## src/hdl/gated_laplacian_stencil_defines.svh

```systemverilog
// ----------------------------------------------------------------------------
// gated laplacian stencil assertion macros
// Clocked on clk and disabled while rst_n is low.
// ----------------------------------------------------------------------------
`ifndef GATED_LAPLACIAN_STENCIL_DEFINES_SVH
`define GATED_LAPLACIAN_STENCIL_DEFINES_SVH

`ifndef SYNTHESIS
// same-cycle implication
`define GLST_ASSERT_IMPL(label, ante, cons, msg) \
  label: assert property (@(posedge clk) disable iff (!rst_n) (ante) |-> (cons)) \
    else $error(msg);
// next-cycle implication
`define GLST_ASSERT_NEXT(label, ante, cons, msg) \
  label: assert property (@(posedge clk) disable iff (!rst_n) (ante) |=> (cons)) \
    else $error(msg);
`else
`define GLST_ASSERT_IMPL(label, ante, cons, msg)
`define GLST_ASSERT_NEXT(label, ante, cons, msg)
`endif

`endif

```

## src/hdl/glst_pkg.sv

```systemverilog
// ----------------------------------------------------------------------------
// glst_pkg
// Shared widths, codes and types of the gated laplacian stencil.
// ----------------------------------------------------------------------------
package glst_pkg;

  localparam int MAX_ROWS  = 1024;
  localparam int MAX_COLS  = 1024;
  localparam int SAMPLE_W  = 16;
  localparam int RES_W     = 19;
  localparam int CNT_W     = 21;
  localparam int REG_W     = 11;
  localparam int CFG_IDX_W = 1;
  localparam int DEPTH     = 2 * MAX_ROWS;
  localparam int ADDR_W    = $clog2(DEPTH);

  // input command codes
  localparam logic CMD_SAMPLE = 1'b0;
  localparam logic CMD_PAD    = 1'b1;

  // register indexes
  localparam logic [CFG_IDX_W-1:0] REG_ROWS = 1'b0;
  localparam logic [CFG_IDX_W-1:0] REG_COLS = 1'b1;

  localparam logic [REG_W-1:0] ROWS_RESET = REG_W'(1024);
  localparam logic [REG_W-1:0] COLS_RESET = REG_W'(1024);
  localparam logic [REG_W-1:0] ROWS_MAX   = REG_W'(MAX_ROWS);
  localparam logic [REG_W-1:0] COLS_MAX   = REG_W'(MAX_COLS);

  // window store access for one beat
  typedef struct packed {
    logic                       we;
    logic [ADDR_W-1:0]          waddr;
    logic signed [SAMPLE_W-1:0] wdata;
    logic [ADDR_W-1:0]          raddr_down;
    logic [ADDR_W-1:0]          raddr_left;
  } mem_req_t;

  // per-beat control travelling alongside the store read
  typedef struct packed {
    logic                       has_res;
    logic                       inner;
    logic                       last;
    logic                       one_row;
    logic signed [SAMPLE_W-1:0] sample;
  } beat_tag_t;

  // zero reads as one, anything above the maximum saturates
  function automatic logic [REG_W-1:0] clamp_reg(input logic [REG_W-1:0] v,
                                                 input logic [REG_W-1:0] hi);
    logic [REG_W-1:0] res;
    if (v == '0) begin
      res = REG_W'(1);
    end else if (v > hi) begin
      res = hi;
    end else begin
      res = v;
    end
    return res;
  endfunction

endpackage

```

## src/hdl/glst_ctrl.sv

```systemverilog
// ----------------------------------------------------------------------------
// glst_ctrl
// Configuration registers, position counter and store address generation.
// ----------------------------------------------------------------------------
`include "gated_laplacian_stencil_defines.svh"

module glst_ctrl (
  input  logic                                 clk,
  input  logic                                 rst_n,
  input  logic                                 in_fire,
  input  logic                                 in_cmd,
  input  logic signed [glst_pkg::SAMPLE_W-1:0] in_sample,
  input  logic                                 cfg_we,
  input  logic [glst_pkg::CFG_IDX_W-1:0]       cfg_idx,
  input  logic [glst_pkg::REG_W-1:0]           cfg_wdata,
  output glst_pkg::mem_req_t                   mem_req,
  output glst_pkg::beat_tag_t                  tag
);
  import glst_pkg::*;

  logic [REG_W-1:0]   rows_r, rows_nxt;
  logic [REG_W-1:0]   cols_r, cols_nxt;
  logic [CNT_W-1:0]   npix_r, npix_nxt;
  logic [CNT_W-1:0]   count_r, count_nxt;
  logic [2*REG_W-1:0] prod;
  logic [CNT_W-1:0]   rows_ext;
  logic [CNT_W-1:0]   q;
  logic signed [SAMPLE_W-1:0] s;

  // configuration writes, pixel count follows the clamped sizes
  always_comb begin
    rows_nxt = rows_r;
    cols_nxt = cols_r;
    if (cfg_we) begin
      case (cfg_idx)
        REG_ROWS: rows_nxt = clamp_reg(cfg_wdata, ROWS_MAX);
        REG_COLS: cols_nxt = clamp_reg(cfg_wdata, COLS_MAX);
        default:  rows_nxt = rows_r;
      endcase
    end
    prod     = rows_nxt * cols_nxt;
    npix_nxt = prod[CNT_W-1:0];
  end

  // position of the incoming beat and the pixel it completes
  always_comb begin
    rows_ext = CNT_W'(rows_r);
    q        = count_r - rows_ext;
    s        = (in_cmd == CMD_PAD) ? '0 : in_sample;

    tag.has_res = (count_r >= rows_ext) && (q < npix_r);
    tag.inner   = (q >= rows_ext) && (count_r < npix_r);
    tag.last    = tag.has_res && (q == npix_r - CNT_W'(1));
    tag.one_row = (rows_r == REG_W'(1));
    tag.sample  = s;

    mem_req.we         = in_fire;
    mem_req.waddr      = count_r[ADDR_W-1:0];
    mem_req.wdata      = s;
    mem_req.raddr_down = q[ADDR_W-1:0] + ADDR_W'(1);
    mem_req.raddr_left = q[ADDR_W-1:0] - rows_r[ADDR_W-1:0];
  end

  // counter restarts on a register write or after the final pixel
  always_comb begin
    count_nxt = count_r;
    if (cfg_we) begin
      count_nxt = '0;
    end else if (in_fire) begin
      count_nxt = tag.last ? '0 : count_r + CNT_W'(1);
    end
  end

  always_ff @(posedge clk) begin
    if (!rst_n) begin
      rows_r  <= ROWS_RESET;
      cols_r  <= COLS_RESET;
      npix_r  <= CNT_W'(int'(ROWS_RESET) * int'(COLS_RESET));
      count_r <= '0;
    end else begin
      rows_r  <= rows_nxt;
      cols_r  <= cols_nxt;
      npix_r  <= npix_nxt;
      count_r <= count_nxt;
    end
  end

  `GLST_ASSERT_IMPL(a_count_bound, 1'b1, count_r < npix_r + rows_ext, "position past image end")
  `GLST_ASSERT_NEXT(a_wrap_after_last, in_fire && tag.last, count_r == '0, "no restart after last")
  `GLST_ASSERT_IMPL(a_npix_match, 1'b1, npix_r == CNT_W'(rows_r) * CNT_W'(cols_r), "pixel count stale")

endmodule

```

## config.mk

```make
export PLATFORM = sky130hd
export DESIGN_NAME = glst_ctrl
export DESIGN_NICKNAME = d
export VERILOG_FILES = /design/src/hdl/glst_pkg.sv /design/src/hdl/glst_ctrl.sv
export VERILOG_INCLUDE_DIRS = /design/src /design/src/hdl
export SDC_FILE = /design/constraint.sdc
export NUM_CORES = 1
export LEC_CHECK = 0
export BUFFER_PORTS_ARGS = -buffer_cell sky130_fd_sc_hd__buf_2
export CAP_MARGIN = 20
export CELL_PAD_IN_SITES_DETAIL_PLACEMENT = 0
export CELL_PAD_IN_SITES_GLOBAL_PLACEMENT = 1
export CORE_MARGIN = 3
export CORE_UTILIZATION = 34
export DETAILED_ROUTE_END_ITERATION = 10
export GPL_ROUTABILITY_DRIVEN = 1
export PLACE_DENSITY = 0.62
export SLEW_MARGIN = 0
export SYNTH_ARGS = -nofsm -noshare
export SYNTH_HDL_FRONTEND = slang
export SYNTH_SLANG_ARGS = --single-unit
```

## constraint.sdc

```tcl
create_clock -name clk -period 14.8 [get_ports clk]
set_clock_uncertainty 0.05 [all_clocks]
set_input_delay 2.96 -clock clk [delete_from_list [all_inputs] [get_ports clk]]
set_output_delay 2.96 -clock clk [all_outputs]
set_load 0.05 [all_outputs]
```

Yosys cells after proc, flatten, opt, wreduce, memory -nomap -nowiden
Index checks and enable logic that the tools add are counted.

Output and inout bits: 70. Bits in registers: 64. Word-level logic and storage cells: 31.

Multipliers: 1. $lt $le $gt $ge: 5. Bitwise gates (word level): 1. Mux-type cells: 8. Equal/unequal tests: 2. Add/sub/neg operators: 5. Reductions and logical operators: 5.

Operators by type and width (number): $mux W11 (6); $ge A21 B11 Y1 (2); $lt A21 B21 Y1 (2); $add A21 B1 Y21 const B (1); $eq A21 B21 Y1 (1); $mul A11 B11 Y21 (1); $mux W21 (1); $sub A21 B1 Y21 const B (1); $sub A21 B11 Y21 (1); $mux W16 (1); $add A11 B1 Y11 const B (1); $eq A11 B1 Y1 const B (1); $gt A11 B11 Y1 const B (1); $logic_not A11 Y1 (1); $sub A11 B11 Y11 (1); $logic_and A1 B1 Y1 (3); $reduce_or A2 Y1 (1); $not A1 Y1 (1).

Depth between registers and ports, before layout
Depth in word-level cells: 6. Mapped depth: 26. Gate-level depth less buffers: 24.

Worst setup path after synthesis
No wires, ideal clock.

Path kind: input port to flip-flop. Start: input port cfg_we. End: register npix_r[19]. Data required time: 14622 ps. Setup slack: 6158 ps. Stages on the path: 22. Arrival time: 8465 ps. Library setup time: 128 ps. Cell sequence: nand2_1 > clkbuf_1 > clkbuf_1 > nand2_1 > o21ai_1 > nand2_1 > fa_1 > fa_1 > fa_1 > inv_1 > fa_1 > inv_1 > fa_1 > inv_1 > ha_1 > a21o_1 > o41ai_1 > a31oi_1 > a21o_1 > a41oi_1 > xor2_1 > nor2_1.

Longest elaborated chain between the ends: 2. Elaborated cells between the ends (all ways): 3. Those cells by class: mul (1); mux (2).

RTL lines: start: declaration (RTL line glst_ctrl.sv:13) `input logic cfg_we,`; $mux W11 (RTL line glst_ctrl.sv:34) `if (cfg_we) begin`; $mul A11 B11 Y21 * (RTL line glst_ctrl.sv:41) `prod = rows_nxt * cols_nxt;`; end signal: assignment (RTL line glst_ctrl.sv:78) `npix_r <= CNT_W'(int'(ROWS_RESET) * int'(COLS_RESET));`; end signal: assignment (RTL line glst_ctrl.sv:83) `npix_r <= npix_nxt;`; end: declaration (RTL line glst_ctrl.sv:23) `logic [CNT_W-1:0] npix_r, npix_nxt;`.

Mark *: on every way between the ends. The rest lies on a longest branch, timed or not. A chain may end at the register's enable or synchronous reset.

Final worst setup path
Start: input port cfg_idx. End: register npix_r[19].

Longest elaborated chain between the ends: 3. Elaborated cells between the ends (all ways): 5. Those cells by class: mul (1); mux (4).

RTL lines: start: declaration (RTL line glst_ctrl.sv:14) `input logic [glst_pkg::CFG_IDX_W-1:0] cfg_idx,`; $mux W11 (RTL line glst_ctrl.sv:35) `case (cfg_idx)`; $mux W11 (RTL line glst_ctrl.sv:34); $mul A11 B11 Y21 * (RTL line glst_ctrl.sv:41).

Marked as above.

==> results.yml <==
clock_network:
  cts_resized: 0
  cts_hold_buf: 0
  cts_tree: "built"
  htreeDepth: 3
  clk_latency_ns: 0.35
  cts_max_path_buffers: 2
  cts.sinks: 64
  cts_buffers: 9
  cts_root_buf: "clkbuf_16"
  clkTransAtPathRegs_ns: 0.05
  cts_setup_buffers: 0
synthesis:
  synth_compound_area_share_pct: 12.2
  ys.flop_type: "dfxtp_1"
  mappedNetlistArea_um2: 9520
  yosysUniqueCellTypes: 74
  yosys_warnings: 0
  muxShareOfSynthArea_pct: 0.329
  synth-seq-cells: 64
  avgSynthCellArea_um2: 8.15
  syn_nets: 1405
  synthArstFlopShare_pct: 0
  synthTopCellsByArea: "fa_1, ha_1, dfxtp_1"
  synth_top_cell_by_area: "fa_1"
  syn_inst: 1168
  synth_common_cells: "nor2_1, inv_1, ha_1"
  synth_edf_count: 0
  yosysMostFrequentCell: "nor2_1"
  yosys.area_share.simple_pct: 21.4
  synth.yosys.seq_area_share_pct: 13.5
  synth_fa_ha_area_share_pct: 33.2
  synth_top_area_share_pct: 17.0
  synthXorXnorAreaFrac_pct: 10.4
  synth_top_family_by_area: "adder cells"
run:
  cap_viol_max_count: 0
critical_path:
  crit_top_cell: "fa_1"
  crit_chain: "buf_2, nand2b_1, nor3_1, a21oi_1, or2_2, fa_1, fa_1, inv_1, fa_1, fa_1, inv_1, fa_1, inv_1, ha_1, o41ai_1, a31oi_1, a21o_1, a41oi_1, xor2_1, nor2_1"
  crit_path_end_kind: "register"
  max_stage_delay_ns: 0.76
  slowest_stage: "a21oi_1"
  crit_arrival_ns: 9.47
  critical_path_class: "input pin to register"
  critPathLaunchType: "input pin"
  crit_required_ns: 14.97
  cp_max_fo: 30
timing:
  hold_viol_final: 0
  period_minus_slack_ns: 9.30
  fmax_mhz: 108
  rsz0062_at_grt: "no"
  worst_pin_slew_ns: 0.981
  whs_ns: 0.555
  fin_setup_tns_ns: 0
  worst_slack_ns: 5.50
  drv_slew: 0
  setup_viol: 0
  max_slew_margin_pct: 34.6
  fin_crit_sh_pct: 62.8
cells_and_area:
  final_core_util_pct: 38.8
  nFillCells: 2864
  layout-drive-gt1-share_pct: 12.7
  layout.cells.non_filler: 1614
  final_cell_area_um2: 10600
  synthToLayoutAreaGrowth_pct: 11.0
  num_antenna_cells: 0
  nets: 1474
pwr:
  ir_drop_uv: 52.3
  p_leak_nw: 4.99
  clkPwrFrac_pct: 31.1
  totalPowerFinal_mw: 0.780
  power.density_nw_per_um2: 73.8
  pwr-share-seq_pct: 23.6
  combPwrFrac_pct: 45.3
  p_sw_share_pct: 42.3
  p_sw_mw: 0.330
  intPower_mw: 0.450
grt:
  grt_first_pass_wirelength_um: 43400
  antenna_found_initial: 0
  grt_pass1_vias: 8093
  grt_start_max_net_pins: 37
  grt.total_usage_pct: 18.1
  grt_overflow: 0
route:
  routed_via_density: 4.98
  drtIter0Drc: 353
  routedWlPerCell_um: 16.8
  drc: 0
  firstDrtPassIters: 4
  vias: 8043
  ant_nets: 0
  drt_wl_total_um: 27100
placement:
  dpl-instance-area_um2: 10200
  gp_congestion: 0.860
  post-dp-hpwl_um: 22800
  pre_cts_slack_ns: 5.19
  numPortBuffers: 102
  dp.cells: 1598
floorplanning:
  die-height_um: 173
  start_util_pct: 34.9
  design.core.area_um2: 27300
  dieArea_um2: 30000
  rows: 60
  num_io_pins: 103
  die_w_um: 173
min_path:
  min_path_type: "register to register"
status:
  status: "complete, no violations"
## layout make-up
type	instances	area, um2	share of cell area, %
multi-input cells	909	7380	69.9
inverters	144	541	5.12
clock inverters	6	92.6	0.876
flip-flops and latches	64	1280	12.1
well taps	372	465	4.41
repair buffers	109	563	5.33
clock buffers	10	239	2.26
## worst paths after layout
kind,from,end,slack [ns],depth (start not counted)
worst min register to register,rows_r[10],rows_r[10],0.56,2
worst max-delay path,cfg_idx,npix_r[19],5.50,20
worst max register to register,rows_r[0],npix_r[19],8.67,17
worst min-delay path,rows_r[10],rows_r[10],0.56,2
## routing by layer
metal	wire [um]	global-route usage, %	share of wire [%]	vias to the layer above
met5	0	0	0	-
met4	501	5.14	1.9	0
met3	701	2.06	2.6	22
met2	13300	31.7	49	139
met1	12500	23.6	46	3895
li1	-	-	-	3987
## cells in the final DEF, fill, tap and decap left out, types with 3 or more instances in the layout
cell type and instances:
a211o_1 5, a211oi_1 10, a21o_1 20, a21oi_1 37
a31oi_1 4, and2_1 8, and3_1 12, and4_1 3
buf_2 102, buf_4 7, clkbuf_16 9, dfxtp_1 64
fa_1 81, ha_1 123, inv_1 143, nand2_1 100
nand2b_1 17, nand3_1 21, nand4_1 12, nor2_1 153
nor2_2 10, nor2b_1 28, nor3_1 23, nor4_1 11
o211ai_1 4, o21a_1 20, o21ai_0 32, o21ai_1 4
o21bai_1 4, or2_2 7, or3_1 6, or4_1 5
xnor2_1 80, xor2_1 26
## critical path: cells and delay by family
family | cells | cell delay [ns]
AO/OA/AOI/OAI | 5 | 2.16
XOR/XNOR | 1 | 0.17
buffers and inverters | 4 | 0.22
AND/OR/NAND/NOR | 4 | 1.16
adder cells (fa/ha/maj) | 6 | 2.77
## cell families after synthesis
group                    after synthesis
AND/OR/NAND/NOR                      426
adder cells (fa/ha/maj)              204
buffers and inverters                195
AO/OA/AOI/OAI                        167
XOR/XNOR                             109
flip-flops                            64
multiplexers                           3
## state kept, by name, indices dropped and copies added, names as in the netlist
signal	flops
cols_r	11
rows_r	11
npix_r	21
count_r	21
## power by group through the flow
stage          Sequential (mW)  Combinational (mW)  Clock [mW]
6_report                 0.184               0.353       0.242
5_1_grt                  0.185               0.385       0.255
4_1_cts                  0.184               0.357       0.249
3_5_place_dp             0.188               0.355           0
3_3_place_gp             0.188               0.355           0
2_1_floorplan            0.185               0.274           0
Note: power is estimated with default switching activity, not from simulation.
