**src/hdl/gated_laplacian_stencil_defines.svh**
```systemverilog
// ----------------------------------------------------------------------------
// gated laplacian stencil assertion macros
// Clocked on clk and disabled while rst_n is low.
// ----------------------------------------------------------------------------
`ifndef GATED_LAPLACIAN_STENCIL_DEFINES_SVH
`define GATED_LAPLACIAN_STENCIL_DEFINES_SVH

`ifndef SYNTHESIS
// same-cycle implication
`define GLST_ASSERT_IMPL(label, ante, cons, msg) \
  label: assert property (@(posedge clk) disable iff (!rst_n) (ante) |-> (cons)) \
    else $error(msg);
// next-cycle implication
`define GLST_ASSERT_NEXT(label, ante, cons, msg) \
  label: assert property (@(posedge clk) disable iff (!rst_n) (ante) |=> (cons)) \
    else $error(msg);
`else
`define GLST_ASSERT_IMPL(label, ante, cons, msg)
`define GLST_ASSERT_NEXT(label, ante, cons, msg)
`endif

`endif

```
**src/hdl/glst_pkg.sv**
```systemverilog
// ----------------------------------------------------------------------------
// glst_pkg
// Shared widths, codes and types of the gated laplacian stencil.
// ----------------------------------------------------------------------------
package glst_pkg;

  localparam int MAX_ROWS  = 1024;
  localparam int MAX_COLS  = 1024;
  localparam int SAMPLE_W  = 16;
  localparam int RES_W     = 19;
  localparam int CNT_W     = 21;
  localparam int REG_W     = 11;
  localparam int CFG_IDX_W = 1;
  localparam int DEPTH     = 2 * MAX_ROWS;
  localparam int ADDR_W    = $clog2(DEPTH);

  // input command codes
  localparam logic CMD_SAMPLE = 1'b0;
  localparam logic CMD_PAD    = 1'b1;

  // register indexes
  localparam logic [CFG_IDX_W-1:0] REG_ROWS = 1'b0;
  localparam logic [CFG_IDX_W-1:0] REG_COLS = 1'b1;

  localparam logic [REG_W-1:0] ROWS_RESET = REG_W'(1024);
  localparam logic [REG_W-1:0] COLS_RESET = REG_W'(1024);
  localparam logic [REG_W-1:0] ROWS_MAX   = REG_W'(MAX_ROWS);
  localparam logic [REG_W-1:0] COLS_MAX   = REG_W'(MAX_COLS);

  // window store access for one beat
  typedef struct packed {
    logic                       we;
    logic [ADDR_W-1:0]          waddr;
    logic signed [SAMPLE_W-1:0] wdata;
    logic [ADDR_W-1:0]          raddr_down;
    logic [ADDR_W-1:0]          raddr_left;
  } mem_req_t;

  // per-beat control travelling alongside the store read
  typedef struct packed {
    logic                       has_res;
    logic                       inner;
    logic                       last;
    logic                       one_row;
    logic signed [SAMPLE_W-1:0] sample;
  } beat_tag_t;

  // zero reads as one, anything above the maximum saturates
  function automatic logic [REG_W-1:0] clamp_reg(input logic [REG_W-1:0] v,
                                                 input logic [REG_W-1:0] hi);
    logic [REG_W-1:0] res;
    if (v == '0) begin
      res = REG_W'(1);
    end else if (v > hi) begin
      res = hi;
    end else begin
      res = v;
    end
    return res;
  endfunction

endpackage

```
**src/hdl/glst_out_if.sv**
```systemverilog
// ----------------------------------------------------------------------------
// glst_out_if
// Result channel: one laplacian value per handshake.
// ----------------------------------------------------------------------------
interface glst_out_if;
  logic                              valid;
  logic                              ready;
  logic signed [glst_pkg::RES_W-1:0] laplacian;
  logic                              last;

  modport source (output valid, output laplacian, output last, input ready);
  modport sink   (input valid, input laplacian, input last, output ready);
endinterface

```
**src/hdl/glst_stencil.sv**
```systemverilog
// ----------------------------------------------------------------------------
// glst_stencil
// Vertical taps, five-point sum with centre gating and the output register.
// ----------------------------------------------------------------------------
`include "gated_laplacian_stencil_defines.svh"

module glst_stencil (
  input  logic                                 clk,
  input  logic                                 rst_n,
  input  logic                                 in_fire,
  input  glst_pkg::beat_tag_t                  tag,
  input  logic signed [glst_pkg::SAMPLE_W-1:0] rd_down,
  input  logic signed [glst_pkg::SAMPLE_W-1:0] rd_left,
  output logic                                 adv,
  glst_out_if.source                           out_ch
);
  import glst_pkg::*;

  logic                       v1_r;
  beat_tag_t                  tag1_r;
  logic signed [SAMPLE_W-1:0] cen_r, up_r;
  logic signed [SAMPLE_W-1:0] down;
  logic signed [RES_W-1:0]    sum;
  logic signed [RES_W-1:0]    lap_r, lap_nxt;
  logic                       last_r;
  logic                       out_valid_r;
  logic                       centre_pos;

  // whole pipe moves unless a result is stuck at the output
  assign adv = !out_valid_r || out_ch.ready;

  // single row: the lower neighbour is the beat itself
  always_comb begin
    down       = tag1_r.one_row ? tag1_r.sample : rd_down;
    centre_pos = !cen_r[SAMPLE_W-1] && (cen_r != '0);
    sum        = RES_W'(rd_left) + RES_W'(tag1_r.sample) + RES_W'(up_r) + RES_W'(down)
                 - (RES_W'(cen_r) <<< 2);
    lap_nxt    = (tag1_r.inner && centre_pos) ? sum : '0;
  end

  // control valids
  always_ff @(posedge clk) begin
    if (!rst_n) begin
      v1_r        <= 1'b0;
      out_valid_r <= 1'b0;
    end else if (adv) begin
      v1_r        <= in_fire;
      out_valid_r <= v1_r && tag1_r.has_res;
    end
  end

  // payload: tag, tap line, result
  always_ff @(posedge clk) begin
    if (adv) begin
      tag1_r <= tag;
      if (v1_r) begin
        cen_r  <= down;
        up_r   <= cen_r;
        lap_r  <= lap_nxt;
        last_r <= tag1_r.last;
      end
    end
  end

  assign out_ch.valid     = out_valid_r;
  assign out_ch.laplacian = lap_r;
  assign out_ch.last      = last_r;

  `GLST_ASSERT_NEXT(a_no_res_no_beat, v1_r && adv && !tag1_r.has_res, !out_valid_r, "spurious beat")
  `GLST_ASSERT_NEXT(a_border_zero, v1_r && adv && !tag1_r.inner, lap_r == '0, "border not zero")
  `GLST_ASSERT_IMPL(a_last_valid, out_valid_r && last_r, !v1_r || !tag1_r.last, "double last")

endmodule

```
**src/flat_wrapper.sv**
```systemverilog
// flat-port wrapper written by rule: the top's interface ports become plain ports
module glst_stencil_flat import glst_pkg::*;
  (clk, rst_n, in_fire, tag, rd_down, rd_left, adv, out_ch_valid, out_ch_laplacian, out_ch_last, out_ch_ready);
  glst_out_if out_ch_i ();
  input  logic clk;
  input  logic rst_n;
  input  logic in_fire;
  input  glst_pkg::beat_tag_t tag;
  input  logic signed [glst_pkg::SAMPLE_W-1:0] rd_down;
  input  logic signed [glst_pkg::SAMPLE_W-1:0] rd_left;
  output logic adv;
  output wire logic [$bits(out_ch_i.valid)-1:0] out_ch_valid;
  output wire logic [$bits(out_ch_i.laplacian)-1:0] out_ch_laplacian;
  output wire logic [$bits(out_ch_i.last)-1:0] out_ch_last;
  input wire logic [$bits(out_ch_i.ready)-1:0] out_ch_ready;
  assign out_ch_valid = out_ch_i.valid;
  assign out_ch_laplacian = out_ch_i.laplacian;
  assign out_ch_last = out_ch_i.last;
  assign out_ch_i.ready = out_ch_ready;
  glst_stencil u_core (.clk(clk), .rst_n(rst_n), .in_fire(in_fire), .tag(tag), .rd_down(rd_down), .rd_left(rd_left), .adv(adv), .out_ch(out_ch_i));
endmodule
```
**config.mk**
```make
export PLATFORM = sky130hd
export DESIGN_NAME = glst_stencil_flat
export DESIGN_NICKNAME = d
export VERILOG_FILES = /design/src/hdl/glst_pkg.sv /design/src/hdl/glst_out_if.sv /design/src/hdl/glst_stencil.sv /design/src/flat_wrapper.sv
export VERILOG_INCLUDE_DIRS = /design/src /design/src/hdl
export SDC_FILE = /design/constraint.sdc
export NUM_CORES = 1
export LEC_CHECK = 0
export ABC_AREA = 1
export BUFFER_PORTS_ARGS = -buffer_cell sky130_fd_sc_hd__buf_2
export CAP_MARGIN = 10
export CELL_PAD_IN_SITES_DETAIL_PLACEMENT = 1
export CELL_PAD_IN_SITES_GLOBAL_PLACEMENT = 1
export CORE_UTILIZATION = 45
export CTS_CLUSTER_DIAMETER = 200
export DETAILED_ROUTE_END_ITERATION = 8
export PLACE_DENSITY_LB_ADDON = 0.1
export REMOVE_ABC_BUFFERS = 1
export SETUP_SLACK_MARGIN = 0.02
export SYNTH_ARGS = -nofsm -noshare
export SYNTH_HDL_FRONTEND = slang
export SYNTH_SLANG_ARGS = --single-unit
```
**constraint.sdc**
```tcl
create_clock -name clk -period 5.3 [get_ports clk]
set_clock_uncertainty 0.2 [all_clocks]
set_input_delay 0.795 -clock clk [delete_from_list [all_inputs] [get_ports clk]]
set_output_delay 0.795 -clock clk [all_outputs]
set_load 0.01 [all_outputs]
```
# Word level (Yosys, flattened, before mapping)
# Cells that the tools add are included.
word_totals:
  ff_bits: 74
  in_bits: 56
  output_inout_bits: 22
  word_cells: 24
classes:
  addsub: 4
  muxes: 1
  reduce_logical: 8
ops:
  columns: ["cell", "count"]
  rows:
  - ["$add A19 B16 Y19", 1]
  - ["$sub A19 B18 Y19", 1]
  - ["$add A17 B16 Y18", 1]
  - ["$add A16 B16 Y17", 1]
  - ["$mux W16", 1]
  - ["$reduce_bool A16 Y1", 1]
  - ["$logic_and A1 B1 Y1", 3]
  - ["$logic_not A1 Y1", 2]
  - ["$reduce_and A2 Y1", 1]
  - ["$logic_or A1 B1 Y1", 1]

# Logic depth before layout (Yosys ltp)
# Gate-level depths: netlist of run 1.
logic_depth:
  ltp_word: 4
  mapped_depth: 22
  depth_no_buf: 22

# Worst setup path after synthesis of run 1
# Ideal clock, no wire load.
synth_timing:
  path_kind: "input -> register"
  startpoint: "input rd_left[1] (netlist bit)"
  endpoint: "register u_core.lap_r[18] (netlist: u_core.out_ch.laplacian[18]), data pin"
  setup_ns: 0.255
  arrival_ns: 4.055
  required_time_ns: 4.845
  setup_slack_ns: 0.791
  cell_stages: 21
  n_path_buf: 0
  path_cell_list: "inv_1 > fa_1 > inv_1 > ha_1 > inv_1 > fa_1 > o21ai_2 > nand2_1 > nand2_1 > nand3_1 > nand2_1 > nand2_1 > o21ai_0 > fa_1 > ha_1 > inv_1 > nor3_1 > and2_1 > nand2_2 > a21oi_1 > nor2_1"
synth_between:
  elab_chain_cells: 4
synth_rtl:
  columns: ["item", "line_no", "text"]
  rows:
  - ["start, declared", "flat_wrapper.sv:10", "input logic signed [glst_pkg::SAMPLE_W-1:0] rd_left;"]
  - ["$add A16 B16 Y17", "glst_stencil.sv:36", "sum = RES_W'(rd_left) + RES_W'(tag1_r.sample) + RES_W'(up_r) + RES_W'(down)"]
  - ["$add A17 B16 Y18", "glst_stencil.sv:36", null]
  - ["$add A19 B16 Y19", "glst_stencil.sv:36", null]
  - ["$sub A19 B18 Y19", "glst_stencil.sv:37", "- (RES_W'(cen_r) <<< 2);"]
  - ["end signal, assigned", "glst_stencil.sv:59", "lap_r <= lap_nxt;"]
  - ["end, declared", "glst_stencil.sv:24", "logic signed [RES_W-1:0] lap_r, lap_nxt;"]
# No other way between the ends.
# A chain may end at the register's enable or synchronous reset.

# Worst setup path in the final report of run 1
# Ends and elaborated chain as after synthesis.

==> results.md, run 1 <==
* Setup slack, reg-to-reg at about 0.7 ns
* Final TNS setup at 0 ns
* Outcome: complete, no violations
* Die span in x at around 110 um
* Setup bufs post-CTS at 0
* Final #Nets at 732
* DRC Markers at 0
* #FFs+latches synth at between 70 and 80
* DR pass1 iterations at 4
* Reg clk slew, reported paths at 0.06 ns
* Final Core Density at 0.548
* Fmax at about 210 MHz
* Row Count at 38
* Wirelength, routed at 13,700 um
* Crit path arrival time at between 4 and 5 ns
* Later-pin clock latency in the skew report at 0.35 ns
* Largest net degree at the start of global routing at 53
* Period utilization at 0.895
* Worst hold path endpoint: u_core.out_ch.last
* Core Area at 0.0110 mm^2
* CTS tree: built
* Least-Margin Pin Slew at 1.03 ns
* Register area share after synthesis at 0.425
* Max incr delay on CP at 0.47 ns
* Tmin final at about 4.7 ns
* Synth warn at 0
* Max FO, Critical Path at 4
* Peak supply drop at 221 uV
* Hold Fails Final Rpt at 0
* Number of gates resized after CTS at 0
* Placed Area at 0.00574 mm^2
* HP Start: u_core.tag1_r[17]
* Via count at 3,928
* Number of diodes at 0
* Syn_area_per_cell at 9.94 um^2
* Max Slew Vio Count at 0
* Hold slack at 0.221 ns
* Filler cells at 1,282
* Routability Congestion at 0.813
* CP max-delay cell: fa_1
* CP Class: primary input to register
* Unrepaired setup endpoints after global routing: no
* First-pass GRT wire length at 22,200 um
* Pwr Total at 2.97 mW
* Post-DP HPWL at roughly 11,000 um
* Leakage at 2.75 nW
* Register area at around 0.0022 mm^2
* Via density at 5.22
* Antenna Nets Post-Route at 0
* Port Buffers at 77
* Wire per inst at approximately 18 um
* Count of cell types in the netlist at 38
* Final setup violation count at 0
* # clock sinks at between 70 and 80
* Reg-to-reg endpoint: u_core.out_ch.laplacian[18]
* Worst setup SP type: primary input
* Hold-fix buffers, CTS at 0
* Cells after Synth at 522
* Root buffer cell: clkbuf_16
* Die Area at 0.0120 mm^2
* Clock tree buffer depth at 2
* Reg2Reg Depth at 20
* Final instance area at around 0.006 mm^2
* Slew headroom at 0.311
* Cell Area, Synth at 0.00519 mm^2
* Worst path cell trace: buf_2, inv_1, fa_1, inv_1, ha_1, inv_1, fa_1, o21ai_2, nand2_1, a21boi_1, nor2_1, nand2_1, nand2_1, fa_1, ha_1, a21oi_1, o21ai_0, a21oi_1, nand3_2, nand2_1, nor2_1
* Max-cap viol count at 0
* Pwr/cell area at 491 mW/mm^2
* Worst hold path depth at 0
* Worst reg2reg startpoint: u_core.up_r[1]
* H-tree depth at 3
* Layout cells sized above 1 at 0.215
* Most used cell along the critical path: nand2_1
* Tot GR Track Use at 0.254
* Nature of the critical path endpoint: register
* Vias in the first global route at 4,313
* Initial cell density of the core at 0.470
* Antenna violations before repair at 0
* Min-delay worst type: register to register
* Total CTS buffers at 9
* Critical Path RT at 5.19 ns
* Commonest non-fill, non-tap cell in the layout: nand2_1
* Number of DRC markers in iteration 0 at between 70 and 80
* Grt ovf at 0
* Commonest cells after routing, fill and taps aside: 108 x nand2_1, 77 x buf_2, 72 x edfxtp_1
* Footprint of the multi-input gates at 0.00271 mm^2
* Chip height at 109 um
* # IOs at 78
* Area growth from synthesis to layout at 16.5%
report_power, final:
part | total (mW) | switching (mW) | internal [mW]
Combinational | 1.60 | 1.02 | 0.582
Sequential | 0.738 | 0.0263 | 0.712
Clock | 0.630 | 0.251 | 0.379
layer usage:
metal,vias to the layer above,routed length (um),global-route usage
met5,-,0,0
met1,1929,6700,0.353
li1,1922,-,-
met4,0,178,0.0857
met3,11,434,0.0320
met2,66,6400,0.410
worst max-delay path by stage:
stage / end / slack [ns] / start
floorplan: u_core.out_ch.laplacian[18] / 0.79 / rd_left[1]
global placement: u_core.out_ch.laplacian[16] / 0.28 / rd_left[1]
detailed placement: u_core.out_ch.laplacian[17] / 0.20 / rd_left[1]
CTS: u_core.out_ch.laplacian[17] / 0.53 / rd_left[1]
global route: u_core.out_ch.laplacian[17] / 0.19 / rd_left[1]
finish: u_core.out_ch.laplacian[18] / 0.56 / rd_left[1]
cells in the mapped netlist, drive strengths merged:
library cell  number  area, um^2
a21boi             2        15.0
a21o               7        53.8
a21oi             38         194
a31oi              1        6.26
and2               2        15.0
buf                3        21.3
dfxtp              2        40.0
edfxtp            72        2160
fa                33         661
ha                35         438
inv               70         265
mux2              15         169
nand2            113         437
nand3             29         175
nand4              2        12.5
nor2              55         214
nor3               4        20.0
nor3b              1        12.5
nor4               2        18.8
o211ai             1        7.51
o21a               1        7.51
o21ai             14        77.6
o21bai             5        37.5
or2                2        12.5
xnor2              5        43.8
xor2               8        70.1
flip-flops by register name, indices dropped and copies added, names as in the netlist:
name,flops
u_core.cen_r,16
u_core.out_ch.laplacian,19
u_core.out_ch.last,1
u_core.out_ch.valid,1
u_core.tag1_r,20
u_core.up_r,16
u_core.v1_r,1
kinds of logic (layout without fill, tap and decap cells):
| family | Yosys count | count (layout) | share of synthesized area |
|---|---|---|---|
| xor+xnor | 13 | 13 | 0.0220 |
| fa+ha+maj | 68 | 68 | 0.212 |
| buf+inv | 73 | 164 | 0.0552 |
| compound gates | 69 | 69 | 0.0770 |
| mux | 15 | 15 | 0.0326 |
| simple gates | 210 | 210 | 0.177 |
| flops | 74 | 74 | 0.425 |
worst max-delay path, delay by kind of cell:
| kind | cells | cell delay, ns |
|---|---|---|
| and+or+nand+nor | 7 | 0.52 |
| buffers and inverters | 4 | 0.30 |
| AOI/OAI and AO/OA | 5 | 1.10 |
| adders and majority gates | 5 | 1.90 |
per-stage QoR:
| step | worst slack (ns) | cells |
|---|---|---|
| final | 0.557 | 753 |
| after global routing | 0.187 | 753 |
| after CTS | 0.525 | 753 |
| after detailed placement | 0.203 | 737 |
| after global placement | 0.283 | 737 |
| after floorplan | 0.791 | 519 |
layout make-up:
| class | count | share of cell area |
|---|---|---|
| tap | 140 | 0.0290 |
| multi-input combinational | 375 | 0.448 |
| inverter | 70 | 0.0439 |
| timing repair buffer | 78 | 0.0650 |
| clock buffer | 12 | 0.0408 |
| sequential | 74 | 0.365 |
| clock inverter | 4 | 0.00891 |
Power figures use the tool's default switching activity.
==> run 2: changes to the inputs <==
Settings changed: CORE_MARGIN from default to 3.
==> run 2 against run 1 <==
Effect of this change:
- core utilization grew 0.10 points
- total power rose by 0.59%
- worst hold slack worse by 0.0018 ns
- final area increased by 0.19%
- largest cell class unchanged
- critical path type unchanged
- setup slack improved by 0.039 ns
==> results.md, run 2 (synthesis results as in run 1) <==
* Root buffer cell: clkbuf_16
* Critical Path RT at 5.19 ns
* Wire per inst at 18.2 um
* Filler cells at roughly 1,300
* Setup bufs post-CTS at 0
* Final setup violation count at 0
* Post-DP HPWL at 10,900 um
* Row Count at 38
* DRC Markers at 0
* Reg clk slew, reported paths at about 0.06 ns
* CP max-delay cell: fa_1
* Nature of the critical path endpoint: register
* Max incr delay on CP at 0.46 ns
* Number of gates resized after CTS at 0
* Largest net degree at the start of global routing at 53
* Die span in x at about 110 um
* Combined buffer and inverter count along the critical path at 4
* Area growth from synthesis to layout at 16.7%
* # IOs at a little under 80
* Commonest cells after routing, fill and taps aside: 108 x nand2_1, 77 x buf_2, 72 x edfxtp_1
* Number of DRC markers in iteration 0 at 160
* Outcome: complete, no violations
* First-pass GRT wire length at 22,800 um
* Later-pin clock latency in the skew report at 0.35 ns
* Fmax at 213 MHz
* Max reg flops at 20
* Tot GR Track Use at 0.231
* Max-cap viol count at 0
* Hold-fix buffers, CTS at 0
* Tmin final at around 4.7 ns
* Grt ovf at 0
* Number of diodes at 0
* Period utilization at 0.888
* Max Slew Vio Count at 0
* H-tree depth at 3
* Unrepaired setup endpoints after global routing: no
* Slew headroom at 0.290
* Vias in the first global route at 4,343
* Worst setup SP type: primary input
* Via count at 3,929
* Placed insts at 737
* Wirelength, routed at 13,700 um
* Port Buffers at 77
* Final TNS setup at 0 ns
* Hold Fails Final Rpt at 0
* Routability Congestion at roughly 0.86
* Peak supply drop at 226 uV
* Total CTS buffers at 9
* Antenna violations before repair at 0
* Pwr/cell area at 493 mW/mm^2
* CP Class: primary input to register
* DR pass1 iterations at 4
* Die Area at 0.0128 mm^2
* Kind of cell adding the most delay to the critical path: adder cells
* Commonest non-fill, non-tap cell in the layout: nand2_1
* Clock tree buffer depth at 2
* Post-Layout Cell Count at 753
* # clock sinks at 74
* Antenna Nets Post-Route at 0
* Core Area at around 0.011 mm^2
* Layout cells sized above 1 at 0.215
* Final #Nets at 732
* Crit path arrival time at 4.60 ns
* Max FO, Critical Path at 5
* Worst path cell trace: buf_2, inv_1, fa_1, inv_1, ha_1, inv_1, fa_1, o21ai_2, a21o_1, nand2_1, nand2_1, xor2_1, fa_1, ha_1, nand2_1, o21ai_0, a21oi_1, a21oi_1, nor2_2
* Chip height at between 100 and 150 um
* Leakage at around 2.8 nW
* Min-delay worst type: register to register
* Initial cell density of the core at 0.470
* Most flops, register: u_core.tag1_r
* Via density at 5.22
* CTS tree: built
* Least-Margin Pin Slew at 1.06 ns
-- run 2: changes by cell type in the layout (fill, tap and decap cells not counted) --
cell,change
clkbuf_8,-1
clkinv_2,+2
clkinvlp_4,-2
bufinv_16,+1
-- run 2: layout make-up --
class                      count  area, um^2  share of cell area
inverter                      70         265              0.0438
tap                          140         175              0.0289
sequential                    74        2200               0.364
clock buffer                  11         233              0.0385
timing repair buffer          78         393              0.0649
clock inverter                 5        78.8              0.0130
multi-input combinational    375        2710               0.447
-- run 2: power by group --
| group | leakage, nW | total, mW | internal (mW) | switching [mW] |
|---|---|---|---|---|
| Combinational | 1.90 | 1.59 | 0.579 | 1.01 |
| Sequential | 0.720 | 0.739 | 0.712 | 0.0271 |
| Clock | 0.153 | 0.655 | 0.412 | 0.244 |
-- run 2: path summary, 6_finish.rpt --
check,from,end,slack (ns),cells past startpoint
worst min-delay path,u_core.tag1_r[17],u_core.out_ch.last,0.22,0
worst min register to register,u_core.tag1_r[17],u_core.out_ch.last,0.22,0
worst max-delay path,rd_left[1],u_core.out_ch.laplacian[17],0.60,19
worst max register to register,u_core.up_r[1],u_core.out_ch.laplacian[17],0.73,18
-- run 2: through the flow --
step | setup slack (ns) | hold slack [ns] | instance area, um^2 | total power [mW] | utilization
floorplan | 0.791 | 0.200 | 5160 | 1.92 | -
global placement | 0.347 | 0.202 | 5740 | 2.27 | 0.520
detailed placement | 0.210 | 0.206 | 5740 | 2.32 | 0.520
CTS | 0.564 | 0.221 | 6050 | 3.01 | 0.549
global route | 0.237 | 0.241 | 6050 | 3.26 | 0.549
finish | 0.596 | 0.219 | 6050 | 2.98 | 0.549
-- run 2: metal layers --
layer,vias up,GRT usage,part of all wire
met1,1914,0.319,0.46
met4,0,0.0545,0.012
met3,13,0.0513,0.047
li1,1913,-,-
met5,-,0,0
met2,89,0.374,0.48
-- run 2: worst register-to-register path: cells and delay by family (launching register included) --
family	cells	cell delay, ns
AO/OA/AOI/OAI	5	1.08
flip-flops	1	0.39
adder cells (fa/ha/maj)	5	1.83
AND/OR/NAND/NOR	4	0.34
buffers and inverters	3	0.27
XOR/XNOR	1	0.20
==> run 3: changes to the inputs <==
Clock period 5.3 ns to 4.6 ns, I/O delays scaled along.
==> run 3 against run 2 <==
Effect of this change:
- die area is the same
- combinational power grew 41%
- via count grew 3.4%
- critical path depth grew 1
- clock power grew 8.5%
- final area grew 4.6%
- cell count grew 3.3%
- core utilization grew 2.5 points
- total power grew 27%
- critical endpoint is now u_core.out_ch.laplacian[18]
==> results.md, run 3 (synthesis results as in run 1) <==
* DRC Markers at 0
* Final instance area at 0.00633 mm^2
* Placed Area at 0.00591 mm^2
* Tmin final at 4.37 ns
* Core Area at 0.0110 mm^2
* Fmax at 229 MHz
* Final #Nets at 757
* # clock sinks at 74
* Number of DRC markers in iteration 0 at between 90 and 100
* # IOs at 78
* Via count at around 4,100
* CP max-delay cell: fa_1
* Reg clk slew, reported paths at 0.06 ns
* DR pass1 iterations at 4
* Switching power at around 1.6 mW
* Antenna violations before repair at 0
* CP Class: primary input to register
* Vias in the first global route at 4,631
* Later-pin clock latency in the skew report at 0.34 ns
* Port Buffers at between 70 and 80
* Nature of the critical path endpoint: register
* Initial cell density of the core at 0.470
* H-tree depth at 3
* Critical Path RT at between 4 and 5 ns
* Worst setup SP type: primary input
* Least-Margin Pin Slew at approximately 1 ns
* Reg power frac at 0.224
* CTS tree: built
* Die Area at 0.0128 mm^2
* Period utilization at 0.949
* First-pass GRT wire length at between 20,000 and 25,000 um
* Max-cap viol count at 0
* Area growth from synthesis to layout at 22.1%
* Wire per inst at ~18 um
* Peak supply drop at ~300 uV
* Min-delay worst type: register to register
* Hold slack at about 0.23 ns
* Max incr delay on CP at 0.49 ns
* Max Slew Vio Count at 0
* Antenna Nets Post-Route at 0
* Clock tree buffer depth at 2
* Layout cells sized above 1 at 0.276
* Via density at ~5.2
* Outcome: complete, no violations
* Sw Share at 0.423
* Most used cell along the critical path: inv_1
* Most flops, register: u_core.tag1_r
* Post-DP HPWL at 11,300 um
* Final WS setup at 0.233 ns
* Total CTS buffers at 9
* Chip height at 113 um
* Int Pwr at 2.19 mW
* Hold-fix buffers, CTS at 0
* Slew headroom at 0.335
* Final setup violation count at 0
* Grt ovf at 0
* Largest net degree at the start of global routing at 30
* Power share of the clock group at 0.187
* Commonest non-fill, non-tap cell in the layout: nand2_1
* Tot GR Track Use at 0.236
* Pwr/cell area at 600 mW/mm^2
* Hold Fails Final Rpt at 0
* Routability Congestion at 0.890
* Row Count at 38
* Commonest cells after routing, fill and taps aside: 107 x nand2_1, 77 x buf_2, 72 x edfxtp_1
* Combinational share of power at 0.589
* Worst path cell trace: buf_2, inv_1, fa_1, inv_1, ha_1, inv_1, fa_2, o21ai_2, a21o_1, nand3_1, nand3_1, nand2_1, fa_1, ha_4, nand2_1, nor3_4, and2_1, nand2_2, a21oi_2, nor2_1
* Wirelength, routed at 14,200 um
* Post-placement setup slack at -0.323 ns
* Max reg flops at 20
* Leakage at about 2.9 nW
* Die span in x at 113 um
* Crit path arrival time at 4.27 ns
* Number of diodes at 0
* Final Core Density at 0.574
* Root buffer cell: clkbuf_16
* Max FO, Critical Path at 4
## run 3: routing by layer
layer / vias up / wire length, um / share of wire / GRT usage
li1: 1973 / - / - / -
met1: 1980 / 6410 / 0.45 / 0.315
met2: 83 / 6900 / 0.49 / 0.386
met4: 0 / 337 / 0.024 / 0.0970
met3: 27 / 574 / 0.040 / 0.0358
met5: - / 0 / 0 / 0
## run 3: worst max-delay path: cells and delay by family
family	cells	cell delay, ns
adders and majority gates	5	1.82
buffers and inverters	4	0.28
AOI/OAI and AO/OA	3	0.54
and+or+nand+nor	8	0.95
## run 3: timing repair
action	CTS	global route
resized for setup	1	25
pin swaps	0	6
setup buffers	0	2
setup endpoints to repair	1	11
## run 3: power by group through the flow
stage               Sequential (mW)  Clock (mW)  Combinational (mW)
finish                        0.850       0.711                2.24
global route                  0.856       0.752                2.52
CTS                           0.850       0.726                2.08
detailed placement            0.863           0                2.05
global placement              0.862           0                1.98
floorplan                     0.868           0                1.34
## run 3: path summary, 6_finish.rpt
path | startpoint | endpoint | slack [ns] | depth (start not counted)
setup / recovery | rd_left[1] | u_core.out_ch.laplacian[18] | 0.23 | 20
setup reg to reg | u_core.tag1_r[1] | u_core.out_ch.laplacian[18] | 0.26 | 19
hold / removal | u_core.tag1_r[17] | u_core.out_ch.last | 0.23 | 0
hold reg to reg | u_core.tag1_r[17] | u_core.out_ch.last | 0.23 | 0
## run 3: area by class of cell
| class | instances | area (um^2) |
|---|---|---|
| fill | 1272 | 4700 |
| multi-input combinational | 375 | 2820 |
| sequential | 74 | 2200 |
| timing repair buffer | 103 | 581 |
| inverter | 70 | 265 |
| clock buffer | 13 | 250 |
| tap | 140 | 175 |
| clock inverter | 3 | 40.0 |
## run 3: stage by stage
| step | total power, mW | cells | setup TNS (ns) |
|---|---|---|---|
| after global routing | 4.13 | 778 | -0.0470 |
| after floorplan | 2.21 | 519 | 0 |
| after global placement | 2.84 | 760 | -0.765 |
| after CTS | 3.66 | 776 | 0 |
| final | 3.80 | 778 | 0 |
| after detailed placement | 2.91 | 760 | -1.97 |
